File: src/rtl/core/exl_pkg.sv
// shared types and constants for the expression lexer
package exl_pkg;

    localparam int POS_BITS    = 32;
    localparam int SLOTS       = 3;
    localparam int QUEUE_DEPTH = 2;

    typedef enum logic [4:0] {
        KIND_NUMBER = 5'd0,
        KIND_IDENT  = 5'd1,
        KIND_STRING = 5'd2,
        KIND_GT     = 5'd3,
        KIND_GE     = 5'd4,
        KIND_LT     = 5'd5,
        KIND_LE     = 5'd6,
        KIND_ASSIGN = 5'd7,
        KIND_EQ     = 5'd8,
        KIND_BANG   = 5'd9,
        KIND_NE     = 5'd10,
        KIND_PLUS   = 5'd11,
        KIND_MINUS  = 5'd12,
        KIND_MUL    = 5'd13,
        KIND_DIV    = 5'd14,
        KIND_LPAREN = 5'd15,
        KIND_RPAREN = 5'd16,
        KIND_END    = 5'd17
    } kind_t;

    typedef enum logic [1:0] {
        ERR_NONE   = 2'd0,
        ERR_SYMBOL = 2'd1,
        ERR_QUOTE  = 2'd2
    } err_t;

    typedef struct packed {
        kind_t       kind;
        err_t        err;
        logic [31:0] start;
        logic [31:0] len;
        logic [31:0] line;
    } token_t;

    // all tokens produced by one input character, in emission order
    typedef struct packed {
        logic [SLOTS-1:0]   mask;
        token_t [SLOTS-1:0] slot;
    } bundle_t;

endpackage

File: src/rtl/core/exl_front.sv
// scanner front end: character classification, scan state and token building
module exl_front (
    input  logic             clk,
    input  logic             rst_n,
    input  logic             in_valid,
    input  logic [7:0]       character,
    input  logic             end_of_text,
    input  logic             queue_full,
    output logic             in_stall,
    output logic             push,
    output exl_pkg::bundle_t bundle
);
    import exl_pkg::*;

    typedef enum logic [2:0] {
        MODE_IDLE,
        MODE_NUMBER,
        MODE_IDENT,
        MODE_STRING,
        MODE_OPERATOR
    } mode_t;

    typedef enum logic [1:0] {
        OP_GT,
        OP_LT,
        OP_ASSIGN,
        OP_BANG
    } op_t;

    localparam logic [7:0] CH_DOT    = 8'h2E;
    localparam logic [7:0] CH_GT     = 8'h3E;
    localparam logic [7:0] CH_LT     = 8'h3C;
    localparam logic [7:0] CH_EQ     = 8'h3D;
    localparam logic [7:0] CH_BANG   = 8'h21;
    localparam logic [7:0] CH_NL     = 8'h0A;
    localparam logic [7:0] CH_CR     = 8'h0D;
    localparam logic [7:0] CH_NUL    = 8'h00;
    localparam logic [7:0] CH_SPACE  = 8'h20;
    localparam logic [7:0] CH_QUOTE  = 8'h22;
    localparam logic [7:0] CH_APOS   = 8'h27;
    localparam logic [7:0] CH_LPAREN = 8'h28;
    localparam logic [7:0] CH_RPAREN = 8'h29;
    localparam logic [7:0] CH_PLUS   = 8'h2B;
    localparam logic [7:0] CH_MINUS  = 8'h2D;
    localparam logic [7:0] CH_STAR   = 8'h2A;
    localparam logic [7:0] CH_SLASH  = 8'h2F;

    mode_t                mode_reg, mode_next;
    op_t                  pend_reg, pend_next;
    logic                 quote_reg, quote_next;
    logic [POS_BITS-1:0]  tstart_reg, tstart_next;
    logic [POS_BITS-1:0]  pos_reg;
    logic [31:0]          line_reg, line_next;
    logic                 halt_reg, halt_next;

    logic                 take;
    logic                 consumed;
    logic                 is_digit;
    logic                 is_alpha;
    logic [POS_BITS-1:0]  pos_end;
    logic [POS_BITS-1:0]  diff_cur;
    logic [POS_BITS-1:0]  diff_end;
    logic [31:0]          line_inc;

    function automatic token_t make_token(kind_t kind, err_t err,
                                          logic [POS_BITS-1:0] start,
                                          logic [31:0] len, logic [31:0] line);
        token_t t;
        t.kind  = kind;
        t.err   = err;
        t.start = 32'(start);
        t.len   = len;
        t.line  = line;
        return t;
    endfunction

    function automatic kind_t op_kind(op_t op, logic paired);
        kind_t k;
        unique case (op)
            OP_GT:     k = paired ? KIND_GE : KIND_GT;
            OP_LT:     k = paired ? KIND_LE : KIND_LT;
            OP_ASSIGN: k = paired ? KIND_EQ : KIND_ASSIGN;
            default:   k = paired ? KIND_NE : KIND_BANG;
        endcase
        return k;
    endfunction

    assign in_stall = queue_full;
    assign take     = in_valid && !queue_full;
    assign push     = take && (|bundle.mask);

    assign is_digit = (character >= 8'h30) && (character <= 8'h39);
    assign is_alpha = ((character >= 8'h61) && (character <= 8'h7A)) ||
                      ((character >= 8'h41) && (character <= 8'h5A));
    // position saturates at all ones
    assign pos_end  = (&pos_reg) ? pos_reg : pos_reg + 1'b1;
    assign line_inc = (&line_reg) ? line_reg : line_reg + 1'b1;
    assign diff_cur = pos_reg - tstart_reg;
    assign diff_end = pos_end - tstart_next;

    always_comb
    begin
        mode_next   = mode_reg;
        pend_next   = pend_reg;
        quote_next  = quote_reg;
        tstart_next = tstart_reg;
        line_next   = line_reg;
        halt_next   = halt_reg;
        consumed    = 1'b0;
        bundle      = '0;

        if (!halt_reg)
        begin
            // close or extend the token in progress
            unique case (mode_reg)
                MODE_NUMBER:
                begin
                    if (is_digit || character == CH_DOT)
                    begin
                        consumed = 1'b1;
                    end
                    else
                    begin
                        bundle.mask[0] = 1'b1;
                        bundle.slot[0] = make_token(KIND_NUMBER, ERR_NONE, tstart_reg,
                                                    32'(diff_cur), line_reg);
                        mode_next = MODE_IDLE;
                    end
                end
                MODE_IDENT:
                begin
                    if (is_digit || is_alpha)
                    begin
                        consumed = 1'b1;
                    end
                    else
                    begin
                        bundle.mask[0] = 1'b1;
                        bundle.slot[0] = make_token(KIND_IDENT, ERR_NONE, tstart_reg,
                                                    32'(diff_cur), line_reg);
                        mode_next = MODE_IDLE;
                    end
                end
                MODE_OPERATOR:
                begin
                    consumed       = (character == CH_EQ);
                    bundle.mask[0] = 1'b1;
                    bundle.slot[0] = make_token(op_kind(pend_reg, consumed), ERR_NONE,
                                                tstart_reg, consumed ? 32'd2 : 32'd1,
                                                line_reg);
                    mode_next = MODE_IDLE;
                end
                MODE_STRING:
                begin
                    consumed = 1'b1;
                    if (character == (quote_reg ? CH_APOS : CH_QUOTE))
                    begin
                        bundle.mask[0] = 1'b1;
                        bundle.slot[0] = make_token(KIND_STRING, ERR_NONE, tstart_reg,
                                                    32'(diff_cur), line_reg);
                        mode_next = MODE_IDLE;
                    end
                end
                default:
                begin
                    mode_next = MODE_IDLE;
                end
            endcase

            // start a new token or emit a single-character one
            if (!consumed)
            begin
                if (is_digit)
                begin
                    mode_next   = MODE_NUMBER;
                    tstart_next = pos_reg;
                end
                else if (is_alpha)
                begin
                    mode_next   = MODE_IDENT;
                    tstart_next = pos_reg;
                end
                else
                begin
                    unique case (character)
                        CH_GT, CH_LT, CH_EQ, CH_BANG:
                        begin
                            mode_next   = MODE_OPERATOR;
                            tstart_next = pos_reg;
                            if (character == CH_GT)
                                pend_next = OP_GT;
                            else if (character == CH_LT)
                                pend_next = OP_LT;
                            else if (character == CH_EQ)
                                pend_next = OP_ASSIGN;
                            else
                                pend_next = OP_BANG;
                        end
                        CH_PLUS, CH_MINUS, CH_STAR, CH_SLASH, CH_LPAREN, CH_RPAREN:
                        begin
                            bundle.mask[1] = 1'b1;
                            if (character == CH_PLUS)
                                bundle.slot[1].kind = KIND_PLUS;
                            else if (character == CH_MINUS)
                                bundle.slot[1].kind = KIND_MINUS;
                            else if (character == CH_STAR)
                                bundle.slot[1].kind = KIND_MUL;
                            else if (character == CH_SLASH)
                                bundle.slot[1].kind = KIND_DIV;
                            else if (character == CH_LPAREN)
                                bundle.slot[1].kind = KIND_LPAREN;
                            else
                                bundle.slot[1].kind = KIND_RPAREN;
                            bundle.slot[1].err   = ERR_NONE;
                            bundle.slot[1].start = 32'(pos_reg);
                            bundle.slot[1].len   = 32'd1;
                            bundle.slot[1].line  = line_reg;
                        end
                        CH_NL:
                        begin
                            line_next      = line_inc;
                            bundle.mask[1] = 1'b1;
                            bundle.slot[1] = make_token(KIND_END, ERR_NONE, pos_reg,
                                                        32'd0, line_inc);
                        end
                        CH_SPACE, CH_CR, CH_NUL:
                        begin
                        end
                        CH_QUOTE, CH_APOS:
                        begin
                            mode_next   = MODE_STRING;
                            quote_next  = (character == CH_APOS);
                            tstart_next = pos_end;
                        end
                        default:
                        begin
                            bundle.mask[1] = 1'b1;
                            bundle.slot[1] = make_token(KIND_NUMBER, ERR_SYMBOL, pos_reg,
                                                        32'd1, line_reg);
                            halt_next = 1'b1;
                        end
                    endcase
                end
            end

            // end of text flushes the open token and closes the expression; an open string gives a quote error instead
            if (end_of_text && !halt_next)
            begin
                unique case (mode_next)
                    MODE_NUMBER:
                    begin
                        bundle.mask[1] = 1'b1;
                        bundle.slot[1] = make_token(KIND_NUMBER, ERR_NONE, tstart_next,
                                                    32'(diff_end), line_next);
                    end
                    MODE_IDENT:
                    begin
                        bundle.mask[1] = 1'b1;
                        bundle.slot[1] = make_token(KIND_IDENT, ERR_NONE, tstart_next,
                                                    32'(diff_end), line_next);
                    end
                    MODE_OPERATOR:
                    begin
                        bundle.mask[1] = 1'b1;
                        bundle.slot[1] = make_token(op_kind(pend_next, 1'b0), ERR_NONE,
                                                    tstart_next, 32'd1, line_next);
                    end
                    MODE_STRING:
                    begin
                        bundle.mask[1] = 1'b1;
                        bundle.slot[1] = make_token(KIND_NUMBER, ERR_QUOTE, tstart_next,
                                                    32'(diff_end), line_next);
                        halt_next = 1'b1;
                    end
                    default:
                    begin
                    end
                endcase
                if (!halt_next)
                begin
                    bundle.mask[2] = 1'b1;
                    bundle.slot[2] = make_token(KIND_END, ERR_NONE, pos_end, 32'd0,
                                                line_next);
                end
            end
        end
    end

    always_ff @(posedge clk or negedge rst_n)
    begin
        if (!rst_n)
        begin
            mode_reg   <= MODE_IDLE;
            pend_reg   <= OP_GT;
            quote_reg  <= 1'b0;
            tstart_reg <= '0;
            pos_reg    <= '0;
            line_reg   <= 32'd1;
            halt_reg   <= 1'b0;
        end
        else if (take)
        begin
            if (end_of_text)
            begin
                mode_reg   <= MODE_IDLE;
                pend_reg   <= OP_GT;
                quote_reg  <= 1'b0;
                tstart_reg <= '0;
                pos_reg    <= '0;
                line_reg   <= 32'd1;
                halt_reg   <= 1'b0;
            end
            else if (!halt_reg)
            begin
                mode_reg   <= mode_next;
                pend_reg   <= pend_next;
                quote_reg  <= quote_next;
                tstart_reg <= tstart_next;
                pos_reg    <= pos_end;
                line_reg   <= line_next;
                halt_reg   <= halt_next;
            end
        end
    end

endmodule

File: src/rtl/core/exl_queue.sv
// short queue of token bundles between scanner and output side
module exl_queue (
    input  logic             clk,
    input  logic             rst_n,
    input  logic             push,
    input  exl_pkg::bundle_t wdata,
    output logic             full,
    input  logic             pop,
    output exl_pkg::bundle_t rdata,
    output logic             rvalid
);
    import exl_pkg::*;

    localparam int PTR_W = (QUEUE_DEPTH > 1) ? $clog2(QUEUE_DEPTH) : 1;
    localparam int CNT_W = $clog2(QUEUE_DEPTH + 1);

    bundle_t            store_reg [QUEUE_DEPTH];
    logic [PTR_W-1:0]   wr_ptr_reg, wr_ptr_next;
    logic [PTR_W-1:0]   rd_ptr_reg, rd_ptr_next;
    logic [CNT_W-1:0]   count_reg, count_next;

    assign full   = (count_reg == CNT_W'(QUEUE_DEPTH));
    assign rvalid = (count_reg != '0);
    assign rdata  = store_reg[rd_ptr_reg];

    always_comb
    begin
        wr_ptr_next = wr_ptr_reg;
        rd_ptr_next = rd_ptr_reg;
        if (push)
            wr_ptr_next = (wr_ptr_reg == PTR_W'(QUEUE_DEPTH - 1)) ? '0 : wr_ptr_reg + 1'b1;
        if (pop)
            rd_ptr_next = (rd_ptr_reg == PTR_W'(QUEUE_DEPTH - 1)) ? '0 : rd_ptr_reg + 1'b1;
        unique case ({push, pop})
            2'b10:   count_next = count_reg + 1'b1;
            2'b01:   count_next = count_reg - 1'b1;
            default: count_next = count_reg;
        endcase
    end

    always_ff @(posedge clk)
    begin
        if (push)
            store_reg[wr_ptr_reg] <= wdata;
    end

    always_ff @(posedge clk or negedge rst_n)
    begin
        if (!rst_n)
        begin
            wr_ptr_reg <= '0;
            rd_ptr_reg <= '0;
            count_reg  <= '0;
        end
        else
        begin
            wr_ptr_reg <= wr_ptr_next;
            rd_ptr_reg <= rd_ptr_next;
            count_reg  <= count_next;
        end
    end

endmodule

File: src/rtl/core/exl_back.sv
// output side: unpacks bundles into one token transfer per cycle while out_stall is low
module exl_back (
    input  logic             clk,
    input  logic             rst_n,
    input  exl_pkg::bundle_t head,
    input  logic             head_valid,
    output logic             pop,
    output logic             out_valid,
    input  logic             out_stall,
    output logic [4:0]       token_kind,
    output logic [1:0]       error_code,
    output logic [31:0]      start_pos,
    output logic [31:0]      text_length,
    output logic [31:0]      line_number,
    output logic             last_of_run
);
    import exl_pkg::*;

    localparam int SEL_W = (SLOTS > 1) ? $clog2(SLOTS) : 1;

    bundle_t            work_reg;
    logic [SLOTS-1:0]   mask_reg, mask_next;
    logic               out_valid_reg;
    token_t             tok_reg;
    logic               last_reg;

    logic               load_out;
    logic               emit;
    logic [SEL_W-1:0]   sel;
    logic [SLOTS-1:0]   rem;
    logic [SLOTS-1:0]   mask_after;

    always_comb
    begin
        sel = '0;
        // lowest pending slot goes first
        for (int i = SLOTS - 1; i >= 0; i--)
        begin
            if (mask_reg[i])
                sel = SEL_W'(i);
        end
        rem        = mask_reg & ~(SLOTS'(1) << sel);
        load_out   = !out_valid_reg || !out_stall;
        emit       = load_out && (|mask_reg);
        mask_after = emit ? rem : mask_reg;
        pop        = head_valid && (mask_after == '0);
        mask_next  = pop ? head.mask : mask_after;
    end

    always_ff @(posedge clk)
    begin
        if (pop)
            work_reg <= head;
        if (emit)
        begin
            tok_reg  <= work_reg.slot[sel];
            last_reg <= (rem == '0);
        end
    end

    always_ff @(posedge clk or negedge rst_n)
    begin
        if (!rst_n)
        begin
            mask_reg      <= '0;
            out_valid_reg <= 1'b0;
        end
        else
        begin
            mask_reg <= mask_next;
            if (load_out)
                out_valid_reg <= |mask_reg;
        end
    end

    assign out_valid   = out_valid_reg;
    assign token_kind  = tok_reg.kind;
    assign error_code  = tok_reg.err;
    assign start_pos   = tok_reg.start;
    assign text_length = tok_reg.len;
    assign line_number = tok_reg.line;
    assign last_of_run = last_reg;

endmodule

File: src/rtl/core/expression_lexer_core.sv
// expression lexer top level: scanner, bundle queue and token output stage
//
//  channel  direction  handshake            payload
//  in       sink       in_valid / in_stall   character, end_of_text
//  out      source     out_valid / out_stall token_kind, error_code, start_pos,
//                                            text_length, line_number, last_of_run
//
// the scanner takes one character per cycle while the two-entry bundle queue has room
// each character yields zero to three tokens; the output stage sends one token per
// cycle from its output register while out_stall is low
// rst_n clears scan state to the start of a text, line count one, queue empty
// an output stall backs up into the queue and then stalls the input; no token is lost
module expression_lexer_core (
    input  logic        clk,
    input  logic        rst_n,
    input  logic        in_valid,
    output logic        in_stall,
    input  logic [7:0]  character,
    input  logic        end_of_text,
    output logic        out_valid,
    input  logic        out_stall,
    output logic [4:0]  token_kind,
    output logic [1:0]  error_code,
    output logic [31:0] start_pos,
    output logic [31:0] text_length,
    output logic [31:0] line_number,
    output logic        last_of_run
);
    import exl_pkg::*;

    logic    push;
    logic    full;
    logic    pop;
    logic    head_valid;
    bundle_t push_data;
    bundle_t head;

    exl_front u_front (
        .clk         (clk),
        .rst_n       (rst_n),
        .in_valid    (in_valid),
        .character   (character),
        .end_of_text (end_of_text),
        .queue_full  (full),
        .in_stall    (in_stall),
        .push        (push),
        .bundle      (push_data)
    );

    exl_queue u_queue (
        .clk    (clk),
        .rst_n  (rst_n),
        .push   (push),
        .wdata  (push_data),
        .full   (full),
        .pop    (pop),
        .rdata  (head),
        .rvalid (head_valid)
    );

    exl_back u_back (
        .clk         (clk),
        .rst_n       (rst_n),
        .head        (head),
        .head_valid  (head_valid),
        .pop         (pop),
        .out_valid   (out_valid),
        .out_stall   (out_stall),
        .token_kind  (token_kind),
        .error_code  (error_code),
        .start_pos   (start_pos),
        .text_length (text_length),
        .line_number (line_number),
        .last_of_run (last_of_run)
    );

endmodule

File: config.mk
export PLATFORM = sky130hd
export DESIGN_NAME = expression_lexer_core
export DESIGN_NICKNAME = d
export VERILOG_FILES = /design/src/rtl/core/exl_pkg.sv /design/src/rtl/core/exl_front.sv /design/src/rtl/core/exl_queue.sv /design/src/rtl/core/exl_back.sv /design/src/rtl/core/expression_lexer_core.sv
export SDC_FILE = /design/constraint.sdc
export NUM_CORES = 2
export LEC_CHECK = 0
export BUFFER_PORTS_ARGS = -buffer_cell sky130_fd_sc_hd__buf_2
export CORE_UTILIZATION = 42
export DETAILED_ROUTE_END_ITERATION = 12
export PLACE_DENSITY = 0.6
export RECOVER_POWER = 50
export SLEW_MARGIN = 30
export SYNTH_ARGS = -nofsm -noshare
export SYNTH_HDL_FRONTEND = slang
export SYNTH_SLANG_ARGS = --single-unit
export TNS_END_PERCENT = 100
File: constraint.sdc
create_clock -name clk -period 40.8 [get_ports clk]
set_input_delay 2.04 -clock clk [delete_from_list [all_inputs] [get_ports clk]]
set_output_delay 2.04 -clock clk [all_outputs]
set_load 0.005 [all_outputs]
* Word level (Yosys, flattened, before mapping) *
Memories as Yosys holds them, arrays and structs flattened.
Index checks and enable logic that the tools add are counted.

word-level totals
  output and inout port bits = 106
  input port bits = 13
  logic and storage cells = 231
  memories kept = 1
  register bits = 524
  memory bits (writable) = 624

cells by class
  magnitude comparators = 7
  $add $sub $neg = 8
  shifts and indexed selects = 1
  bitwise operators = 2
  equality and inequality tests = 36
  reductions and logical operators = 36
  muxes and demuxes = 107

memory list
  memory             words  width  rd ports  clocked after memory_dff  wr ports  RTL line         text
  u_queue.store_reg  2      312    1         0                         1         exl_queue.sv:17  bundle_t store_reg [QUEUE_DEPTH];

operators with widths
  kind                   count
  $pmux 103 s4           2
  $mux 103               5
  $mux 32                16
  $mux 312               1
  $pmux 103 s3           1
  $bmux 103 s2           1
  $mux 206               1
  $eq 8x6->1 const B     14
  $mux 100               1
  $mux 99                1
  $mux 96                1
  $add 32x1->32 const B  2
  $pmux 32 s2            1
  $reduce_and 32->1      2
  $sub 32x32->32         2
  $mux 3                 13
  $mux 1                 34
  $mux 2                 16
  $mux 5                 5
  $eq 8x4->1 const B     2
  $ge 8x7->1 const B     2
  $le 8x7->1 const B     2
  $reduce_or 16->1       1
  $pmux 5 s3             1
  other kinds (36)       70

* Longest topological paths before layout *
  word-level depth = 22
  depth in mapped cells = 22
  gate-level depth less buffers = 19

* Modules after synthesis *
A second synthesis with hierarchy kept.

unflattened totals
  cell total of the unflattened synthesis = 3714
  area, all modules = 52385.2 um^2

modules (own cells, without submodules)
  module     cells an instance  area an instance (um^2)  seq. area each (um^2)  instances
  exl_queue  987                23820.3                  18838.1                1
  exl_back   793                14914.3                  12502.0                1
  exl_front  1934               13650.6                  2578.7                 1

* Worst setup path before layout *
OpenSTA, ideal clock, no wires.

  path kind = input port to flip-flop
  from = input port character[4]
  to = memory u_queue.store_reg[0][0] (netlist bit), enable pin
  required time = 39893 ps
  data arrival time = 15274 ps
  stages on the path = 12
  setup time = 907 ps
  path buffers = 3
  slack = 24619 ps
  cells stage by stage = clkbuf_1 nor2_1 nor4b_2 o21a_1 buf_2 nand3_1 a21oi_1 o21ai_0 clkbuf_1 nand3_1 nand2_1 nor2_1

between the ends
  word-level cells in the longest chain between the ends = 22
  elaborated cells on any way between the ends = 78
  classes of those cells = order compare: 6; eq/ne: 21; mux: 35; reduce/logical: 16

ends and longest elaborated chain
  element                               RTL line                          text
  from (decl)                           expression_lexer_core.sv:18       input logic [7:0] character,
  $ge 8x7->1 (tied with other cells)    exl_front.sv:93                   assign is_alpha = ((character >= 8'h61) && (character <= 8'h7A)) ||
  $logic_and 1x1->1 (on tied branches)  exl_front.sv:93, exl_front.sv:94
  $logic_or 1x1->1                      exl_front.sv:93
  $logic_or 1x1->1                      exl_front.sv:132                  if (is_digit || is_alpha)
  $mux 3                                exl_front.sv:132
  $pmux 3 s3                            exl_front.sv:115                  unique case (mode_reg)
  $pmux 3 s2                            exl_front.sv:185                  unique case (character)
  $mux 3                                exl_front.sv:178                  else if (is_alpha)
  (+6 left out)                         --
  $mux 1                                exl_front.sv:112                  if (!halt_reg)
  $mux 1                                exl_front.sv:279                  if (!halt_next)
  $mux 2                                exl_front.sv:247                  if (end_of_text && !halt_next)
  $mux 312 *                            exl_front.sv:112
  $reduce_or 3->1 *                     exl_front.sv:90                   assign push = take && (|bundle.mask);
  $logic_and 1x1->1 *                   exl_front.sv:90
  $mux 1 *                              exl_queue.sv:43                   if (push)
  $mux 1 (implied by the code) *        exl_queue.sv:44                   store_reg[wr_ptr_reg] <= wdata;
  to (decl)                             exl_queue.sv:17

Mark *: on every way between the ends. The rest lies on a longest branch, timed or not. The select of a mux whose other input is x is not followed.

==> results.md <==
- The run finished, with violations left.
- The checks that failed: capacitance limit, slew limit.
- The HPWL after detailed placement is 76100 um.
- In this run the tightest slew margin relative to its limit is -236%.
- Tracing the worst setup path back leads to its startpoint at u_queue.rd_ptr_reg.
- In the final routing, the length of wire on met1 measures 49800 um.
- The final hold violation count is 0.
- Counting every net in the synthesized netlist gives 3570.
- The all-layer global routing usage is 21.2%.
- The layout net count is 3637.
- Across the run, the number of max-cap violations was 21.
- The starting density of the core is 42.6%.
- The class of the most critical hold timing path is reg2reg.
- The number of standard cells in the final layout excluding fillers is 5032.
- Using the TritonRoute via totals, the vias-per-cell ratio works out to 5.69.
- The peak ir drop on the vdd network is 0.0598 mV.
- The worst register-to-register path begins at u_queue.rd_ptr_reg.
- From synthesis to final layout, the design area changed by 11.4%.
- During placement, the flow inserted port buffers numbering 118.
- The post-synthesis cell count is 3481.
- Yosys mapped a number of flops with a built-in enable equal to 912.
- In this run, flip-flops and latches consume 45.2% of the power.
- For this block, the initial DRC count from the detailed router was 2435.
- 0 antenna diodes ended up in the layout.
- Routability-driven placement finished with a final weighted congestion of 0.932.
- The depth of the worst hold-timing path is 2.
- The routed length on met2 is 59000 um.
- The worst path required time is 41.21 ns.
- The final-layout setup total negative slack is 0 ns.
- The number of clock sinks seen by CTS is 1023.
- The final worst clock skew is 0.0303 ns.
- The total power is 3.69 mW.
- The critical path is of the reg2reg type.
- The met3 layer wire length in the routed design is 5840 um.
- Counting the fill cells in the layout gives 9594.
- The worst path uses 25.3% of the clock period.
- The start point of the worst hold path is u_back.work_reg[236].
- The static leakage is 17.9 nW.
- The floorplan die height is 333 um.
- The max-slew violation total from the final report is 1023.
- The final period demand of the worst path is 10.34 ns.
- Counting along the longest clock path gives a buffer depth of 3.
- The pin count of the biggest net entering global routing is 166.
- At the pin with the least slew margin, the transition time is 5.05 ns.
- The top achievable clock speed is 96.8 MHz.
- Of the total power, the share spent switching nets is 32.2%.
- In the final routed layout, each cell accounts on average for 23.6 um.
- The number of different library cells used by synthesis comes to 103.
- The top-level I/O count is 119.
- The core area is 108000 um2.
- The flip-flop count of the largest register, all copies and words added is 540.
- Yosys printed 0 warnings.
- For this design the total switching power over the nets is 1.19 mW.
- The post-CTS resize count is 0.
- The internal portion of the total power is 2.51 mW.
- The number of buffers inserted to repair setup after CTS is 0.
- From left edge to right edge, the die measures 333 um.
- At the later pin of the worst-skew pair, clock insertion delay measures 0.70 ns.
- The cell area reported after detailed placement is 48000 um2.
- The die covers 111000 um2.
- For this run, the leading register cell type out of synthesis is edfxtp_1.
- The combined area of all synthesized cells is 46000 um2.
- The remaining global-route overflow is 0.
- The sort of element at the end of the critical path is a flop.
- The async set-or-reset flop fraction in the synthesized netlist is 10.9%.
- The fraction of final layout cells sized beyond drive strength 1 is 14.7%.
- After clock tree synthesis, the clock-pin slew on the worst setup and hold paths is 0.06 ns.
- In the routed design, unresolved DRC markers number 0.
- After detailed routing, no signal wire sits above met4.
- The final core area utilization is 47.5%.
- The floorplan has 120 rows.
- The vias after detailed routing is 28600.
- The post-detailed-routing wire length is 119000 um.
- The H-tree was split into 3 levels.
- The count of buffer and inverter cells on the critical path is 3.
- The setup violation total in the final timing report is 0.
- The number of iterations in the first detailed-routing pass is 8.
- Broken down by cell family, the worst path's largest delay share belongs to buffers and inverters.
- In this design, the stage delay of the slowest critical-path cell is 2.95 ns.
- Along the worst path, the maximum fanout reaches 65.
- The most common cell after layout, fill and taps aside is edfxtp_1.
- Power spread over the standard cell area amounts to 72.2 nW/um2.
- Setup repair after global routing left no endpoint under its margin.
- The logic depth of the worst setup path including buffers is 4.
- The share of total power dissipated in the clock network is 25.6%.
- The number of hold buffers added after CTS was 0.
- The most prevalent standard cell on the critical path is clkbuf_1.
- Measured in cells, the most critical reg-to-reg path has a length of 4.
- The register area share after synthesis is 65.6%.
- The critical path data arrival time is 10.75 ns.
- The via count of the first global-routing pass is 28100.
- The slowest stage cell on the critical path is clkbuf_1.
- The first global-routing pass estimated 178000 um of wire.
- The final instance area is 51200 um2.
- The critical path goes through clkbuf_1, clkbuf_1, clkbuf_1, mux2_2.
- TritonCTS built the clock tree.
- The average instance in the mapped netlist occupies 13.2 um2.
- The category of the worst setup path launch point is a flop.
- The combinational fraction of design power is 29.2%.
- The number of instances in the placed design is 4842.
- The top cell types in the final layout, fill and taps aside, are edfxtp_1 (912), nand2_1 (328), nor2_1 (259).
- The synthesized design contains 1023 register bits.
- The clock root buffer is clkbuf_16.
- The number of nets with antenna violations after detailed routing is 0.
- The number of antenna violations at the first check in global routing was 0.
- The number of CTS-inserted buffers is 105.
==> synthesized netlist by cell type, types with 20 or more instances <==
| cell | n | share of area [%] |
|---|---|---|
| xnor2_1 | 71 | 1.4 |
| edfxtp_1 | 912 | 60 |
| mux2_2 | 270 | 6.6 |
| a22o_1 | 41 | 0.78 |
| and3_1 | 30 | 0.41 |
| dfrtp_1 | 110 | 6.0 |
| a22oi_1 | 25 | 0.41 |
| nor2_1 | 260 | 2.1 |
| a21o_1 | 32 | 0.52 |
| nand4_1 | 20 | 0.27 |
| inv_1 | 71 | 0.58 |
| mux2i_1 | 84 | 1.8 |
| o22ai_1 | 28 | 0.38 |
| o31ai_1 | 25 | 0.41 |
| nand2_1 | 329 | 2.7 |
| buf_1 | 28 | 0.23 |
| nor3_1 | 49 | 0.53 |
| xor2_1 | 44 | 0.84 |
| clkbuf_1 | 165 | 1.3 |
| nor2b_1 | 60 | 0.82 |
| o21ai_0 | 256 | 2.8 |
| nand3_1 | 53 | 0.58 |
| a21oi_1 | 145 | 1.6 |
| ha_1 | 74 | 2.0 |
| a311oi_1 | 20 | 0.38 |
==> power by group through the flow <==
stage | sequential [mW] | combinational (mW) | clock [mW]
3_3_place_gp | 1.67 | 1.08 | 0
6_report | 1.67 | 1.08 | 0.946
2_1_floorplan | 1.73 | 0.690 | 0
4_1_cts | 1.66 | 1.09 | 0.968
5_1_grt | 1.70 | 1.18 | 1.00
3_5_place_dp | 1.68 | 1.09 | 0
==> per-stage QoR <==
stage                     hold WS (ns)  worst slack [ns]
after detailed placement         0.510             33.03
after floorplan                  0.460             24.62
after CTS                        0.526             33.75
after global routing             0.533             29.48
final                            0.521             30.46
after global placement           0.503             33.09
==> area by class of cell <==
cell class	count	area, um2	area share (%)
Timing Repair Buffer	175	937	1.83
Multi-Input combinational cell	2171	14700	28.7
Clock buffer	145	2850	5.56
Inverter	72	272	0.530
Sequential cell	1023	30200	58.9
Tap cell	1403	1760	3.43
Clock inverter	43	509	0.995
==> per-layer routing <==
metal / global-route usage, % / vias up
li1: - / 13100
met1: 27.7 / 14400
met2: 36.0 / 917
met3: 2.94 / 229
met4: 7.79 / 0
met5: 0 / -
==> cells by family after synthesis <==
kind of cell / share of synthesized area, %
xor+xnor: 2.19
compound gates: 9.76
fa+ha+maj: 2.12
flops: 65.6
mux: 8.50
buf+inv: 2.42
simple gates: 9.36
==> worst reg2reg max path, delay by kind of cell (launching register included) <==
kind / cells / cell delay (ns)
buffers and inverters: 3 / 8.06
flip-flops: 1 / 1.45
multiplexers: 1 / 0.54
==> final timing paths <==
check / to / slack (ns)
min in group asynchronous: u_front.pos_reg[23] / 2.78
min reg2reg: u_back.line_number[30] / 0.52
max in group asynchronous: u_front.halt_reg / 33.23
max reg2reg: u_back.work_reg[59] / 30.46
max: u_back.work_reg[59] / 30.46
min: u_back.line_number[30] / 0.52
Note: power is estimated with default switching activity, not from simulation.
